==> src/rtl/core/i2ctbf_pkg.sv <==
`timescale 1ns / 1ps
// Package for the I2C target bit-level state machine: phase codes, bus event
// codes, bit-mask constants and the transfer payload structs. No dependencies.
package i2ctbf_pkg;

	typedef enum logic [2:0] {
		PH_IDLE = 3'd0,
		PH_ADDR = 3'd1,
		PH_DACK = 3'd2,
		PH_RX   = 3'd3,
		PH_TX   = 3'd4,
		PH_SACK = 3'd5
	} phase_t;

	// bus event codes
	localparam logic [2:0] OP_START   = 3'd0;
	localparam logic [2:0] OP_STOP    = 3'd1;
	localparam logic [2:0] OP_RISE_HI = 3'd2;
	localparam logic [2:0] OP_RISE_LO = 3'd3;
	localparam logic [2:0] OP_FALL    = 3'd4;

	localparam logic [7:0] BIT_FIRST = 8'h80; // first bit of a byte, MSB first
	localparam logic [7:0] DIR_BIT   = 8'h01; // read/write bit of the address byte

	typedef struct packed {
		logic [2:0] opcode;
		logic [7:0] tx_data;
		logic       rx_accept;
	} in_item_t;

	typedef struct packed {
		logic       sda_write;
		logic       sda_level;
		logic       rx_valid;
		logic [7:0] rx_byte;
		logic       tx_taken;
		logic [7:0] byte_number;
		logic       stop_event;
		logic [2:0] phase;
	} out_item_t;

	// byte-level context carried from one event to the next
	typedef struct packed {
		phase_t     phase;
		logic [7:0] shift;
		logic [7:0] mask;
		logic       ack;
		logic       rd;
	} core_state_t;

endpackage

==> src/rtl/core/i2ctbf_step.sv <==
`timescale 1ns / 1ps
// Combinational event step: next context and result for one bus event.
// Depends on i2ctbf_pkg.
module i2ctbf_step #(
	parameter int INDEX_BITS = 8
) (
	input  i2ctbf_pkg::core_state_t cur,
	input  logic [INDEX_BITS-1:0]   cnt,
	input  logic [6:0]              own_address,
	input  i2ctbf_pkg::in_item_t    item,
	output i2ctbf_pkg::core_state_t nxt,
	output logic [INDEX_BITS-1:0]   cnt_nxt,
	output i2ctbf_pkg::out_item_t   res
);

	localparam int EXT_W = (INDEX_BITS > 8) ? INDEX_BITS : 8;

	logic [EXT_W-1:0] cnt_ext;
	logic [7:0]       cnt_rep;
	logic             addr_hit;

	assign cnt_ext  = EXT_W'(cnt);
	assign cnt_rep  = cnt_ext[7:0];
	assign addr_hit = (cur.shift[7:1] == own_address);

	// next state
	always_comb begin
		nxt     = cur;
		cnt_nxt = cnt;
		unique case (item.opcode)
			i2ctbf_pkg::OP_START: begin
				nxt.phase = i2ctbf_pkg::PH_ADDR;
				nxt.shift = '0;
				nxt.mask  = i2ctbf_pkg::BIT_FIRST;
				cnt_nxt   = '0;
			end
			i2ctbf_pkg::OP_STOP: begin
				nxt.phase = i2ctbf_pkg::PH_IDLE;
			end
			i2ctbf_pkg::OP_RISE_HI, i2ctbf_pkg::OP_RISE_LO: begin
				if (cur.phase == i2ctbf_pkg::PH_ADDR || cur.phase == i2ctbf_pkg::PH_RX) begin
					if (item.opcode == i2ctbf_pkg::OP_RISE_HI) begin
						nxt.shift = cur.shift | cur.mask;
					end
					nxt.mask = cur.mask >> 1;
				end else if (cur.phase == i2ctbf_pkg::PH_SACK) begin
					nxt.ack = (item.opcode == i2ctbf_pkg::OP_RISE_LO);
				end
			end
			i2ctbf_pkg::OP_FALL: begin
				unique case (cur.phase)
					i2ctbf_pkg::PH_ADDR: begin
						if (cur.mask == '0) begin
							nxt.rd    = |(cur.shift & i2ctbf_pkg::DIR_BIT);
							nxt.ack   = addr_hit;
							nxt.phase = i2ctbf_pkg::PH_DACK;
						end
					end
					i2ctbf_pkg::PH_DACK: begin
						if (!cur.ack) begin
							nxt.phase = i2ctbf_pkg::PH_IDLE;
						end else if (cur.rd) begin
							nxt.phase = i2ctbf_pkg::PH_TX;
							nxt.shift = item.tx_data;
							nxt.mask  = i2ctbf_pkg::BIT_FIRST >> 1;
							cnt_nxt   = cnt + INDEX_BITS'(1);
						end else begin
							nxt.phase = i2ctbf_pkg::PH_RX;
							nxt.shift = '0;
							nxt.mask  = i2ctbf_pkg::BIT_FIRST;
						end
					end
					i2ctbf_pkg::PH_RX: begin
						if (cur.mask == '0) begin
							cnt_nxt   = cnt + INDEX_BITS'(1);
							nxt.ack   = item.rx_accept;
							nxt.phase = i2ctbf_pkg::PH_DACK;
						end
					end
					i2ctbf_pkg::PH_TX: begin
						if (cur.mask != '0) begin
							nxt.mask = cur.mask >> 1;
						end else begin
							nxt.phase = i2ctbf_pkg::PH_SACK;
						end
					end
					i2ctbf_pkg::PH_SACK: begin
						if (cur.ack) begin
							nxt.phase = i2ctbf_pkg::PH_TX;
							nxt.shift = item.tx_data;
							nxt.mask  = i2ctbf_pkg::BIT_FIRST >> 1;
							cnt_nxt   = cnt + INDEX_BITS'(1);
						end else begin
							nxt.phase = i2ctbf_pkg::PH_IDLE;
						end
					end
					default: begin
					end
				endcase
			end
			default: begin
			end
		endcase
	end

	// result
	always_comb begin
		res       = '0;
		res.phase = nxt.phase;
		unique case (item.opcode)
			i2ctbf_pkg::OP_STOP: begin
				res.sda_write  = 1'b1;
				res.sda_level  = 1'b1;
				res.stop_event = 1'b1;
			end
			i2ctbf_pkg::OP_FALL: begin
				unique case (cur.phase)
					i2ctbf_pkg::PH_ADDR: begin
						if (cur.mask == '0) begin
							res.sda_write = 1'b1;
							res.sda_level = !addr_hit;
						end
					end
					i2ctbf_pkg::PH_DACK: begin
						res.sda_write = 1'b1;
						if (cur.ack && cur.rd) begin
							res.tx_taken    = 1'b1;
							res.byte_number = cnt_rep;
							res.sda_level   = |(item.tx_data & i2ctbf_pkg::BIT_FIRST);
						end else begin
							res.sda_level = 1'b1;
						end
					end
					i2ctbf_pkg::PH_RX: begin
						if (cur.mask == '0) begin
							res.rx_valid    = 1'b1;
							res.rx_byte     = cur.shift;
							res.byte_number = cnt_rep;
							res.sda_write   = 1'b1;
							res.sda_level   = !item.rx_accept;
						end
					end
					i2ctbf_pkg::PH_TX: begin
						res.sda_write = 1'b1;
						res.sda_level = (cur.mask != '0) ? |(cur.shift & cur.mask) : 1'b1;
					end
					i2ctbf_pkg::PH_SACK: begin
						res.sda_write = 1'b1;
						if (cur.ack) begin
							res.tx_taken    = 1'b1;
							res.byte_number = cnt_rep;
							res.sda_level   = |(item.tx_data & i2ctbf_pkg::BIT_FIRST);
						end else begin
							res.sda_level = 1'b1;
						end
					end
					default: begin
					end
				endcase
			end
			default: begin
			end
		endcase
	end

endmodule

==> src/rtl/core/i2c_target_bit_fsm.sv <==
`timescale 1ns / 1ps
// I2C target bit-level state machine, top level: event input stage, context
// registers and result stage. Depends on i2ctbf_pkg and i2ctbf_step.

// One bus event per transfer goes in (start, stop, SCL rise with SDA high or
// low, SCL fall) and exactly one result comes out for it, in order. The block
// takes one event every clock while each result is taken: an event waits in
// the input stage, is decoded there by a single combinational step that also
// updates the byte context, and its result is held in the output stage until
// the consumer takes it, so a result is on offer once its event has passed
// through the input stage and been registered in the output stage. A stalled
// output only blocks the input once both stages are full. The address byte
// is shifted in MSB first and its upper seven bits are compared with
// own_address; write own_address through cfg_we/cfg_wdata only while no
// event is in flight. byte_number reports the low eight bits of an
// INDEX_BITS-wide byte counter that wraps.
module i2c_target_bit_fsm #(
	parameter int INDEX_BITS = 8
) (
	input  logic                  clk,
	input  logic                  arst_n,
	input  logic                  cfg_we,
	input  logic [6:0]            cfg_wdata,
	input  logic                  item_valid,
	output logic                  item_ready,
	input  i2ctbf_pkg::in_item_t  item,
	output logic                  res_valid,
	input  logic                  res_ready,
	output i2ctbf_pkg::out_item_t res
);

	logic                    valid_s1;
	i2ctbf_pkg::in_item_t    item_s1;
	logic                    valid_s2;
	i2ctbf_pkg::out_item_t   res_s2;

	logic [6:0]              own_address_q;
	i2ctbf_pkg::core_state_t ctx_q;
	logic [INDEX_BITS-1:0]   cnt_q;

	i2ctbf_pkg::core_state_t ctx_nxt;
	logic [INDEX_BITS-1:0]   cnt_nxt;
	i2ctbf_pkg::out_item_t   res_nxt;

	logic                    move_s1;

	// advance the input stage whenever the result stage is free or draining
	assign move_s1    = valid_s1 && (!valid_s2 || res_ready);
	assign item_ready = !valid_s1 || move_s1;

	i2ctbf_step #(
		.INDEX_BITS(INDEX_BITS)
	) u_step (
		.cur        (ctx_q),
		.cnt        (cnt_q),
		.own_address(own_address_q),
		.item       (item_s1),
		.nxt        (ctx_nxt),
		.cnt_nxt    (cnt_nxt),
		.res        (res_nxt)
	);

	// configuration register
	always_ff @(posedge clk or negedge arst_n) begin
		if (!arst_n) begin
			own_address_q <= '0;
		end else if (cfg_we) begin
			own_address_q <= cfg_wdata;
		end
	end

	// input stage: hold the event until the step consumes it
	always_ff @(posedge clk or negedge arst_n) begin
		if (!arst_n) begin
			valid_s1 <= 1'b0;
		end else if (item_ready) begin
			valid_s1 <= item_valid;
		end
	end

	always_ff @(posedge clk) begin
		if (item_ready && item_valid) begin
			item_s1 <= item;
		end
	end

	// byte context: commit only when the event moves into the result stage
	always_ff @(posedge clk or negedge arst_n) begin
		if (!arst_n) begin
			ctx_q <= '{phase: i2ctbf_pkg::PH_IDLE, shift: '0, mask: '0, ack: 1'b0, rd: 1'b0};
			cnt_q <= '0;
		end else if (move_s1) begin
			ctx_q <= ctx_nxt;
			cnt_q <= cnt_nxt;
		end
	end

	// result stage: hold the result while the consumer stalls
	always_ff @(posedge clk or negedge arst_n) begin
		if (!arst_n) begin
			valid_s2 <= 1'b0;
		end else if (!valid_s2 || res_ready) begin
			valid_s2 <= move_s1;
		end
	end

	always_ff @(posedge clk) begin
		if (move_s1) begin
			res_s2 <= res_nxt;
		end
	end

	assign res_valid = valid_s2;
	assign res       = res_s2;

endmodule

==> config.mk <==
export PLATFORM = sky130hd
export DESIGN_NAME = i2c_target_bit_fsm
export DESIGN_NICKNAME = d
export VERILOG_FILES = /design/src/rtl/core/i2ctbf_pkg.sv /design/src/rtl/core/i2ctbf_step.sv /design/src/rtl/core/i2c_target_bit_fsm.sv
export SDC_FILE = /design/constraint.sdc
export NUM_CORES = 1
export LEC_CHECK = 0
export ABC_AREA = 1
export BUFFER_PORTS_ARGS = -buffer_cell sky130_fd_sc_hd__buf_2
export CAP_MARGIN = 10
export CORE_ASPECT_RATIO = 0.7
export CORE_UTILIZATION = 50
export CTS_BUF_LIST = sky130_fd_sc_hd__clkbuf_4 sky130_fd_sc_hd__clkbuf_8
export DETAILED_ROUTE_END_ITERATION = 10
export PLACE_DENSITY = 0.71
export SLEW_MARGIN = 20
export SYNTH_ARGS = -nofsm -noshare
export SYNTH_HDL_FRONTEND = slang
export SYNTH_SLANG_ARGS = --single-unit
==> constraint.sdc <==
create_clock -name clk -period 2.8 [get_ports clk]
set_input_delay 0.14 -clock clk [delete_from_list [all_inputs] [get_ports clk]]
set_output_delay 0.14 -clock clk [all_outputs]
set_load 0.02 [all_outputs]
==> impl_metrics.env, run 1 <==
export IMPL_maxSlewViolCount=0
export IMPL_max_freq_mhz=477
export IMPL_initial_utilization_pct=52.8
export IMPL_synth_avg_cell_area_um2=8.87
export IMPL_timing_critical_path_required_ns=3.08
export IMPL_final_common_cell="sky130_fd_sc_hd__nand2_1"
export IMPL_finalSetupTns_ns=0
export IMPL_drive_gt1_share_pct=20.3
export IMPL_clk_latency_ns=0.36
export IMPL_status="finished clean"
export IMPL_synth_seq_cells=74
export IMPL_path_clk_slew_ns=0.08
export IMPL_fin_crit_ns=2.10
export IMPL_timing_critical_path_from_type="flop"
export IMPL_vias_in_the_first_global_route=2674
export IMPL_place_gp_congestion=1.00
export IMPL_synthesis_area_mm2=0.00365
export IMPL_rows=25
export IMPL_swShare_pct=33.8
export IMPL_post_cts_setup_repair_bufs=0
export IMPL_cell_internal_pwr_w=0.00208
export IMPL_track_usage_pct=23.8
export IMPL_leakage_nw=1.98
export IMPL_grt_remaining_overflow=0
export IMPL_class_of_the_tightest_hold_or_removal_check="in -> reg"
export IMPL_critPathSlowestCell="sky130_fd_sc_hd__edfxtp_1"
export IMPL_core_area_mm2=0.00691
export IMPL_critical_path_max_fanout=23
export IMPL_finalPower_w=0.00315
export IMPL_post_route_drc_count=0
export IMPL_timing_critical_path_buf_inv=1
export IMPL_synth_net_count=437
export IMPL_finish_utilization_pct=62.9
export IMPL_htreeDepth=3
export IMPL_path_cells="nand2_2 -> inv_2 -> nand3_1 -> nand2_1 -> nor3_4 -> o21ai_0 -> o21ai_0"
export IMPL_die_area_mm2=0.00765
export IMPL_power_net_switching_w=0.00106
export IMPL_power_clock_fraction_pct=29.5
export IMPL_worst_setup_path_startpoint="item_s1[11]$_DFFE_PP_"
export IMPL_grt_start_max_net_pins=39
export IMPL_cts_buffers_inserted=9
export IMPL_total_of_warnings_raised_by_yosys=0
export IMPL_wl_per_cell_um=14.0
export IMPL_drt_iter0_markers=182
export IMPL_route_detailed_vias_per_inst=5.14
export IMPL_final_net_count=508
export IMPL_worst_max_slew_pin_slew_ns=0.906
export IMPL_rsz0062_at_grt="no"
export IMPL_dp_hpwl_um=5720
export IMPL_number_of_inserted_diodes=0
export IMPL_tritoncts_clock_tree="done"
export IMPL_die_width_um=104
export IMPL_critical_path_most_common_cell="sky130_fd_sc_hd__o21ai_0"
export IMPL_port_buffer_count=49
export IMPL_area_growth_synth_to_final_pct=19.2
export IMPL_cts_path_max_buffers=2
export IMPL_vdd_drop_max_uv=361
export IMPL_share_seq_of_total_power_pct=47.3
export IMPL_postSynthCellCount=411
export IMPL_yosys_cell_types_count=35
export IMPL_max_cap_viol_count=0
export IMPL_chipHeight_um=73.5
export IMPL_cts_sinks=74
export IMPL_finalClockSkew_ns=0.00879
export IMPL_clockRootBuffer="sky130_fd_sc_hd__clkbuf_8"
export IMPL_worstSetupPathType="reg -> reg"
export IMPL_totalWireLength_um=8150
export IMPL_report_final_setup_viol=0
export IMPL_proportion_of_synthesized_chip_area_in_sequential_cells_pct=55.7
export IMPL_min_period_over_period_pct=74.9
export IMPL_critPathTopFamily="simple AND/OR/NAND/NOR gates"
export IMPL_finalHoldWorstSlack_ns=0.0163
export IMPL_worst_ep_arrival_time_ns=2.37
export IMPL_slew_headroom_pct=39.6
export IMPL_post_route_antenna_net_violation_count=0
export IMPL_cp_end_kind="flop"
export IMPL_power_frac_comb_pct=23.3
export IMPL_floorplan_io_pins=50
export IMPL_final_cell_mix="sky130_fd_sc_hd__nand2_1 (111), sky130_fd_sc_hd__buf_2 (49), sky130_fd_sc_hd__inv_1 (46), sky130_fd_sc_hd__nor2_1 (39), sky130_fd_sc_hd__dfrtp_1 (38)"
export IMPL_report_final_hold_viol_count=0
export IMPL_p_per_area_mw_per_mm2=724
export IMPL_grt_first_pass_wirelength_um=13500
export IMPL_largest_stage_delay_on_the_critical_path_ns=0.51
export IMPL_grt_antenna_before_repair=0
export IMPL_worstHoldStart="cfg_wdata[0]"
export IMPL_timing_rr_start="item_s1[11]$_DFFE_PP_"
export IMPL_first_pass_iters=5
export IMPL_num_vias=2989
[metrics by stage]
stage	instance area, um^2	cells	setup WS (ns)
after floorplan	3650	411	0.699
after global placement	3970	549	0.800
after detailed placement	3970	549	0.727
after CTS	4350	581	0.734
after global routing	4350	581	0.471
final	4350	581	0.703
[registers in the layout, summed over array words and instances (netlist names)]
register and flops:
cnt_q 8, own_address_q 7, ctx_q 21, valid_s1 1
res_valid 1, item_s1 12, res 24
[routing by layer]
layer  GRT usage [%]  vias up  wire length (um)
met5               0        -                 0
met4            9.68        0               141
met3            6.74       15               575
met2            33.2      116              3280
met1            34.8     1379              4150
li1                -     1479                 -
[final cells by class]
cell class,count,area (um^2)
fillers,599,2560
flip-flops and latches,74,2030
multi-input cells,278,1370
repair buffers,66,413
inverters,53,199
clock buffers,11,139
well taps,94,118
clock inverters,5,81.3
[cell usage after synthesis]
library cell	count	share of area [%]
sky130_fd_sc_hd__or2_2	1	0.17
sky130_fd_sc_hd__xnor2_1	3	0.72
sky130_fd_sc_hd__buf_2	1	0.14
sky130_fd_sc_hd__nand3_1	23	3.2
sky130_fd_sc_hd__o21ai_2	6	1.4
sky130_fd_sc_hd__xor2_1	3	0.72
sky130_fd_sc_hd__nand2_2	4	0.69
sky130_fd_sc_hd__a21oi_2	1	0.24
sky130_fd_sc_hd__nand4_1	1	0.17
sky130_fd_sc_hd__edfxtp_1	36	30
sky130_fd_sc_hd__inv_1	46	4.7
sky130_fd_sc_hd__nor2_4	1	0.31
sky130_fd_sc_hd__nor2_2	5	0.86
sky130_fd_sc_hd__nor2_1	39	4.0
sky130_fd_sc_hd__buf_4	1	0.21
sky130_fd_sc_hd__clkinv_1	1	0.10
sky130_fd_sc_hd__nor3_4	1	0.45
sky130_fd_sc_hd__nor3b_1	4	0.82
sky130_fd_sc_hd__a31oi_1	1	0.17
sky130_fd_sc_hd__nand3_2	4	1.1
sky130_fd_sc_hd__o21ai_0	30	4.1
sky130_fd_sc_hd__o21bai_1	1	0.21
sky130_fd_sc_hd__ha_1	2	0.69
sky130_fd_sc_hd__o31ai_1	1	0.21
sky130_fd_sc_hd__o21ai_1	11	1.5
sky130_fd_sc_hd__nand2_1	111	11
sky130_fd_sc_hd__dfrtp_1	38	26
sky130_fd_sc_hd__inv_2	6	0.62
sky130_fd_sc_hd__a21oi_1	11	1.5
sky130_fd_sc_hd__a22oi_1	2	0.41
sky130_fd_sc_hd__o22ai_1	1	0.17
sky130_fd_sc_hd__nor3_1	7	0.96
sky130_fd_sc_hd__mux2_2	4	1.2
sky130_fd_sc_hd__buf_6	3	0.93
sky130_fd_sc_hd__clkbuf_1	1	0.10
[what timing repair did]
item,CTS,global route
resized for setup,0,0
hold buffers,16,0
setup endpoints to repair,0,0
endpoints found under the hold margin,53,0
[path summary, 6_finish.rpt]
check                      slack (ns)  depth (start not counted)                           end
hold reg to reg                  0.53                          1  own_address_q[3]$_DFFE_PN0P_
hold / removal                   0.02                          2  own_address_q[0]$_DFFE_PN0P_
setup reg to reg                 0.70                          7         ctx_q[11]$_DFFE_PN0P_
min in group asynchronous        0.45                          2          ctx_q[6]$_DFFE_PN0P_
setup / recovery                 0.70                          7         ctx_q[11]$_DFFE_PN0P_
max in group asynchronous        1.78                          2          ctx_q[0]$_DFFE_PN0P_
[power groups by stage]
stage,Sequential [W],Combinational [W],Clock [W]
after floorplan,0.00151,0.000466,0
after global placement,0.00149,0.000698,0
after detailed placement,0.00150,0.000705,0
after CTS,0.00148,0.000724,0.000934
after global routing,0.00150,0.000821,0.000983
final,0.00149,0.000732,0.000928
[cell families after synthesis]
group,synth area share (%)
and+or+nand+nor,24.1
DFF,55.7
AOI/OAI and AO/OA,9.98
buffers and inverters,6.83
xor gates and xnor gates,1.44
muxes,1.23
adders and majority gates,0.686
No activity file was read; power rests on OpenSTA's default activity.
==> run 2, diff against run 1 <==
- PLACE_DENSITY: 0.71 -> 0.74
- clock period: 2.8 -> 1.9 ns (I/O delays scaled with it)
==> run 2 against run 1 <==
Compared with the run above:
- first-iteration DRC count grew 15%
- core utilization grew 2.6 points
- routed wire length is 2.3% higher
- global-route usage up 0.29 points
==> impl_metrics.env, run 2 (same netlist as run 1, synthesis figures left out) <==
export IMPL_final_net_count=530
export IMPL_report_final_setup_viol=0
export IMPL_class_of_the_tightest_hold_or_removal_check="in -> reg"
export IMPL_cp_end_kind="flop"
export IMPL_number_of_inserted_diodes=0
export IMPL_fin_crit_ns=1.73
export IMPL_max_freq_mhz=577
export IMPL_grt_remaining_overflow=0
export IMPL_grt_first_pass_wirelength_um=13800
export IMPL_initial_utilization_pct=52.8
export IMPL_postLayoutCellArea_mm2=0.00453
export IMPL_post_route_antenna_net_violation_count=0
export IMPL_tritoncts_clock_tree="done"
export IMPL_vias_in_the_first_global_route=2848
export IMPL_place_gp_congestion=0.973
export IMPL_rsz0062_at_grt="no"
export IMPL_clockRootBuffer="sky130_fd_sc_hd__clkbuf_8"
export IMPL_cts_path_max_buffers=2
export IMPL_worst_setup_path_startpoint="ctx_q[7]$_DFFE_PN0P_"
export IMPL_num_vias=3071
export IMPL_cts_buffers_inserted=9
export IMPL_largest_register_ff_count=24
export IMPL_finalClockSkew_ns=0.00629
export IMPL_postPlaceCellArea_mm2=0.00411
export IMPL_slew_headroom_pct=56.7
export IMPL_critPathCapture="res[13]$_SDFFCE_PN0P_"
export IMPL_report_final_hold_viol_count=0
export IMPL_finish_utilization_pct=65.5
export IMPL_dp_hpwl_um=6120
export IMPL_worst_ep_arrival_time_ns=1.93
export IMPL_grt_antenna_before_repair=0
export IMPL_post_route_drc_count=0
export IMPL_die_area_mm2=0.00765
export IMPL_worst_max_slew_pin_slew_ns=0.647
export IMPL_final_cell_mix="sky130_fd_sc_hd__nand2_1 (111), sky130_fd_sc_hd__buf_2 (49), sky130_fd_sc_hd__inv_1 (46), sky130_fd_sc_hd__nor2_1 (38), sky130_fd_sc_hd__dfrtp_1 (37)"
export IMPL_route_detailed_vias_per_inst=5.09
export IMPL_critical_path_max_fanout=9
export IMPL_vdd_drop_max_uv=649
export IMPL_min_period_over_period_pct=91.2
export IMPL_track_usage_pct=24.1
export IMPL_floorplan_io_pins=50
export IMPL_first_pass_iters=5
export IMPL_worstSetupPathType="reg -> reg"
export IMPL_chipHeight_um=73.5
export IMPL_final_common_cell="sky130_fd_sc_hd__nand2_1"
export IMPL_finalSetupTns_ns=0
export IMPL_maxSlewViolCount=0
export IMPL_r2r_end="res[13]$_SDFFCE_PN0P_"
export IMPL_port_buffer_count=49
export IMPL_core_area_mm2=0.00691
export IMPL_status="finished clean"
export IMPL_clk_latency_ns=0.35
export IMPL_cts_sinks=74
export IMPL_setup_slack_after_layout_ns=0.167
export IMPL_totalWireLength_um=8340
export IMPL_path_clk_slew_ns=0.08
export IMPL_drive_gt1_share_pct=23.4
export IMPL_grt_start_max_net_pins=22
export IMPL_area_growth_synth_to_final_pct=24.1
export IMPL_die_width_um=104
export IMPL_setup_slack_on_the_worst_flop_to_flop_path_ns=0.17
export IMPL_leakage_nw=2.07
export IMPL_rr_worst_depth=7
export IMPL_timing_rr_start="ctx_q[7]$_DFFE_PN0P_"
export IMPL_post_cts_setup_repair_bufs=0
export IMPL_timing_critical_path_required_ns=2.09
export IMPL_placement_setup_worst_slack_ns=0.109
export IMPL_drt_iter0_markers=209
export IMPL_p_per_area_mw_per_mm2=996
export IMPL_wl_per_cell_um=13.8
export IMPL_htreeDepth=3
export IMPL_timing_critical_path_from_type="flop"
export IMPL_rows=25
export IMPL_max_cap_viol_count=0
## run 2: cell count changes in the layout (fill, tap and decap cells not counted), sizes merged
cell	change
inv	+1
clkinvlp	+2
clkbuf	-1
dlygate4sd3	+6
buf	+16
bufinv	-2
## run 2: stage by stage
| stage | std cells | hold WS (ns) | total power [W] |
|---|---|---|---|
| 6_report | 603 | 0.0945 | 0.00451 |
| 5_1_grt | 603 | 0.110 | 0.00478 |
| 4_1_cts | 603 | 0.0771 | 0.00451 |
| 3_5_place_dp | 565 | 0.0823 | 0.00338 |
| 3_3_place_gp | 565 | 0.0685 | 0.00336 |
| 2_1_floorplan | 411 | -0.201 | 0.00291 |
## run 2: power breakdown
group | leakage [nW] | internal, W | switching (W)
logic | 1.14 | 0.000459 | 0.000777
registers | 0.847 | 0.00195 | 0.000223
clock network | 0.0847 | 0.000509 | 0.000589
## run 2: worst max-delay path: stages (launching register included)
cell                      delay (ns)
sky130_fd_sc_hd__dfrtp_1        0.41
sky130_fd_sc_hd__nor2_1         0.11
sky130_fd_sc_hd__nand2_1        0.07
sky130_fd_sc_hd__nor2_2         0.20
sky130_fd_sc_hd__nand2_1        0.10
sky130_fd_sc_hd__nor2_1         0.21
sky130_fd_sc_hd__nand2_1        0.27
sky130_fd_sc_hd__nor2_1         0.20
## run 2: how the worst min path moves through the flow
stage	startpoint	to	slack [ns]	cells after the start
2_1_floorplan	arst_n	cnt_q[0]$_DFFE_PN0P_	-0.20	0
3_3_place_gp	arst_n	ctx_q[6]$_DFFE_PN0P_	0.07	1
3_5_place_dp	arst_n	ctx_q[6]$_DFFE_PN0P_	0.08	1
4_1_cts	cfg_we	own_address_q[5]$_DFFE_PN0P_	0.08	3
5_1_grt	cfg_we	own_address_q[5]$_DFFE_PN0P_	0.11	3
6_report	cfg_we	own_address_q[5]$_DFFE_PN0P_	0.09	3
## run 2: routing by layer
layer  vias up  routed length, um  GRT usage [%]
li1       1527                  -              -
met1      1407               4180           35.0
met2       126               3530           36.6
met3        11                534           4.79
met4         0                101           7.94
met5         -                  0              0
## run 2: final cells by class
cell class,count,area (um^2)
Clock buffer,10,138
Clock inverter,6,41.3
Fill cell,572,2390
Inverter,53,200
Multi-Input combinational cell,278,1380
Sequential cell,74,2030
Tap cell,94,118
Timing Repair Buffer,88,618
## run 2: repair_timing
item                       4_1_cts  5_1_grt
hold buffers                    22        0
setup endpoints to repair        0       13
gates resized for setup          0        4
hold endpoints to repair        38        0
==> run 3, diff against run 2 <==
- ABC_AREA: 1 -> unset
==> run 3 against run 2 <==
Compared with the run above:
- the flow now finishes with violations (setup timing)
- critical path depth is 2 lower
- routed wire length grew 5.9%
- area after synthesis decreased by 2.4%
- count of clock-buffer cells in the layout shrank 1
- non-clock buffer count increased by 32
- synthesized cell count is 26% lower
- register-to-register slack worse by 0.18 ns
- total power down 7.7%
- critical path type unchanged
- critical endpoint is now cnt_q[7]$_DFFE_PN0P_
==> impl_metrics.env, run 3 <==
export IMPL_finish_utilization_pct=69.9
export IMPL_die_width_um=103
export IMPL_dp_hpwl_um=6160
export IMPL_number_of_inserted_diodes=0
export IMPL_vdd_drop_max_uv=587
export IMPL_postSynthCellCount=305
export IMPL_max_cap_viol_count=0
export IMPL_post_synthesis_cell_type_with_the_largest_combined_area="sky130_fd_sc_hd__edfxtp_1"
export IMPL_timing_critical_path_required_ns=2.18
export IMPL_rows=25
export IMPL_placement_setup_worst_slack_ns=-0.0577
export IMPL_synth_avg_cell_area_um2=11.7
export IMPL_postLayoutCellArea_mm2=0.00476
export IMPL_rsz0062_at_grt="yes"
export IMPL_path_cells="and3b_1 -> a221oi_1 -> or3_4 -> or3_1 -> a21oi_1"
export IMPL_power_net_switching_w=0.00125
export IMPL_tritoncts_clock_tree="done"
export IMPL_total_of_warnings_raised_by_yosys=0
export IMPL_worst_max_slew_pin_slew_ns=0.510
export IMPL_critical_path_max_fanout=8
export IMPL_proportion_of_synthesized_chip_area_in_sequential_cells_pct=57.1
export IMPL_grt_remaining_overflow=0
export IMPL_area_growth_synth_to_final_pct=33.8
export IMPL_synthesis_area_mm2=0.00356
export IMPL_post_route_drc_count=0
export IMPL_area_sequential_mm2=0.00204
export IMPL_route_detailed_vias_per_inst=5.45
export IMPL_grt_start_max_net_pins=39
export IMPL_port_buffer_count=49
export IMPL_max_freq_mhz=522
export IMPL_fill_cells=499
export IMPL_wl_per_cell_um=16.9
export IMPL_num_vias=2854
export IMPL_finish_cell_count_without_fillers=524
export IMPL_swShare_pct=30.0
export IMPL_synth_net_count=331
export IMPL_maxSlewViolCount=0
export IMPL_p_per_area_mw_per_mm2=873
export IMPL_power_clock_fraction_pct=30.5
export IMPL_slew_headroom_pct=65.9
export IMPL_timing_critical_path_from_type="flop"
export IMPL_drt_iter0_markers=282
export IMPL_htreeDepth=3
export IMPL_final_cell_mix="sky130_fd_sc_hd__buf_2 (49), sky130_fd_sc_hd__buf_4 (46), sky130_fd_sc_hd__edfxtp_1 (36), sky130_fd_sc_hd__dfrtp_1 (35), sky130_fd_sc_hd__nand2_1 (24)"
export IMPL_path_clk_slew_ns=0.08
export IMPL_chipHeight_um=72.6
export IMPL_track_usage_pct=26.2
export IMPL_share_seq_of_total_power_pct=47.0
export IMPL_cell_internal_pwr_w=0.00291
export IMPL_floorplan_io_pins=50
export IMPL_initial_utilization_pct=52.2
export IMPL_totalWireLength_um=8830
export IMPL_post_place_cells=486
export IMPL_grt_antenna_before_repair=0
export IMPL_clockRootBuffer="sky130_fd_sc_hd__clkbuf_8"
export IMPL_final_common_cell="sky130_fd_sc_hd__buf_2"
export IMPL_leakage_nw=2.04
export IMPL_cp_end_kind="flop"
export IMPL_vias_in_the_first_global_route=2655
export IMPL_grt_first_pass_wirelength_um=14100
export IMPL_power_frac_comb_pct=22.5
export IMPL_report_final_hold_viol_count=0
export IMPL_async_reset_ff_share_pct=51.4
export IMPL_failed_checks="setup timing"
export IMPL_fin_crit_ns=1.91
export IMPL_largest_stage_delay_on_the_critical_path_ns=0.48
export IMPL_die_area_mm2=0.00747
export IMPL_worstSetupPathType="reg -> reg"
export IMPL_core_area_mm2=0.00682
export IMPL_synth_seq_cells=74
export IMPL_report_final_setup_viol=2
export IMPL_worst_ep_arrival_time_ns=2.20
export IMPL_cts_buffers_inserted=9
export IMPL_place_gp_congestion=0.912
export IMPL_synth_main_ff_cell="sky130_fd_sc_hd__dfrtp_1"
export IMPL_clk_latency_ns=0.36
export IMPL_critPathSlowestCell="sky130_fd_sc_hd__dfrtp_2"
export IMPL_finalClockSkew_ns=0.0146
export IMPL_netlist_top_cells_area="sky130_fd_sc_hd__edfxtp_1 (30%), sky130_fd_sc_hd__dfrtp_1 (27%), sky130_fd_sc_hd__a22o_1 (3.9%)"
export IMPL_post_route_antenna_net_violation_count=0
export IMPL_min_period_over_period_pct=101
export IMPL_multiInputGateArea_mm2=0.00148
export IMPL_synth_top_cell_area_share_pct=30.4
export IMPL_status="complete, but fails checks"
export IMPL_yosys_cell_types_count=59
export IMPL_setup_slack_after_layout_ns=-0.0147
export IMPL_postPlaceCellArea_mm2=0.00429
export IMPL_largest_register_ff_count=24
export IMPL_first_pass_iters=5
export IMPL_drive_gt1_share_pct=35.6
export IMPL_final_net_count=451
export IMPL_number_of_synthesized_flops_with_an_enable_pin=36
export IMPL_cts_path_max_buffers=2
export IMPL_cts_sinks=74
export IMPL_post_synth_most_frequent_cells="sky130_fd_sc_hd__dfrtp_1 (38), sky130_fd_sc_hd__edfxtp_1 (36), sky130_fd_sc_hd__nand2_1 (25)"
export IMPL_finalPower_w=0.00416
export IMPL_synth_most_common_cell="sky130_fd_sc_hd__dfrtp_1"
export IMPL_class_of_the_tightest_hold_or_removal_check="in -> reg"
[run 3: cell type report]
| cell class | instances | area share, % |
|---|---|---|
| clock buffers | 9 | 2.60 |
| clock inverters | 7 | 1.76 |
| inverters | 15 | 1.34 |
| multi-input cells | 205 | 31.1 |
| flip-flops and latches | 74 | 42.7 |
| well taps | 94 | 2.47 |
| repair buffers | 120 | 18.0 |
[run 3: power groups by stage]
stage               clock, W  combinational [W]  sequential, W
floorplan                  0           0.000409        0.00201
detailed placement         0           0.000847        0.00198
global placement           0           0.000843        0.00197
finish               0.00127           0.000935        0.00196
global route         0.00136            0.00101        0.00197
CTS                  0.00130           0.000896        0.00195
[run 3: worst max-delay path, delay by kind of cell, from the launching register on]
kind / cells / cell delay (ns)
flops: 1 / 0.48
simple gates: 3 / 1.06
compound gates: 2 / 0.30
[run 3: path summary, 6_finish.rpt]
kind,from,cells past startpoint,slack [ns],endpoint
min reg2reg,own_address_q[0]$_DFFE_PN0P_,1,0.54,own_address_q[0]$_DFFE_PN0P_
max in group asynchronous,arst_n,3,1.45,res_valid$_DFFE_PN0P_
min,res_ready,3,0.05,valid_s1$_DFFE_PN0N_
max,ctx_q[19]$_DFFE_PN0P_,5,-0.01,cnt_q[7]$_DFFE_PN0P_
min in group asynchronous,arst_n,3,0.22,own_address_q[1]$_DFFE_PN0P_
max reg2reg,ctx_q[19]$_DFFE_PN0P_,5,-0.01,cnt_q[7]$_DFFE_PN0P_
[run 3: cells by family after synthesis]
family	count (synthesis)	synth area share, %
multiplexers	17	5.13
AND/OR/NAND/NOR	107	17.4
flip-flops	74	57.1
adder cells (fa/ha/maj)	2	0.703
buffers and inverters	26	2.99
AO/OA/AOI/OAI	67	13.7
XOR/XNOR	12	2.95
[run 3: metrics by stage]
stage,setup TNS (ns),hold slack [ns]
4_1_cts,0,0.0299
6_report,-0.0289,0.0463
2_1_floorplan,-0.225,-0.201
5_1_grt,-0.158,0.0414
3_5_place_dp,-0.215,0.0772
3_3_place_gp,0,0.0764
[run 3: what timing repair did]
action | CTS | global route
setup endpoints to repair | 15 | 30
setup buffers | 0 | 1
hold endpoints to repair | 58 | 0
gates resized for setup | 4 | 13
hold buffers | 21 | 0
[run 3: metal layers]
metal | global-route usage [%] | share of wire, % | vias up
met5 | 0 | 0 | -
met3 | 6.23 | 8.9 | 11
met2 | 35.9 | 42 | 140
met1 | 40.9 | 48 | 1350
met4 | 8.29 | 1.2 | 0
li1 | - | - | 1353
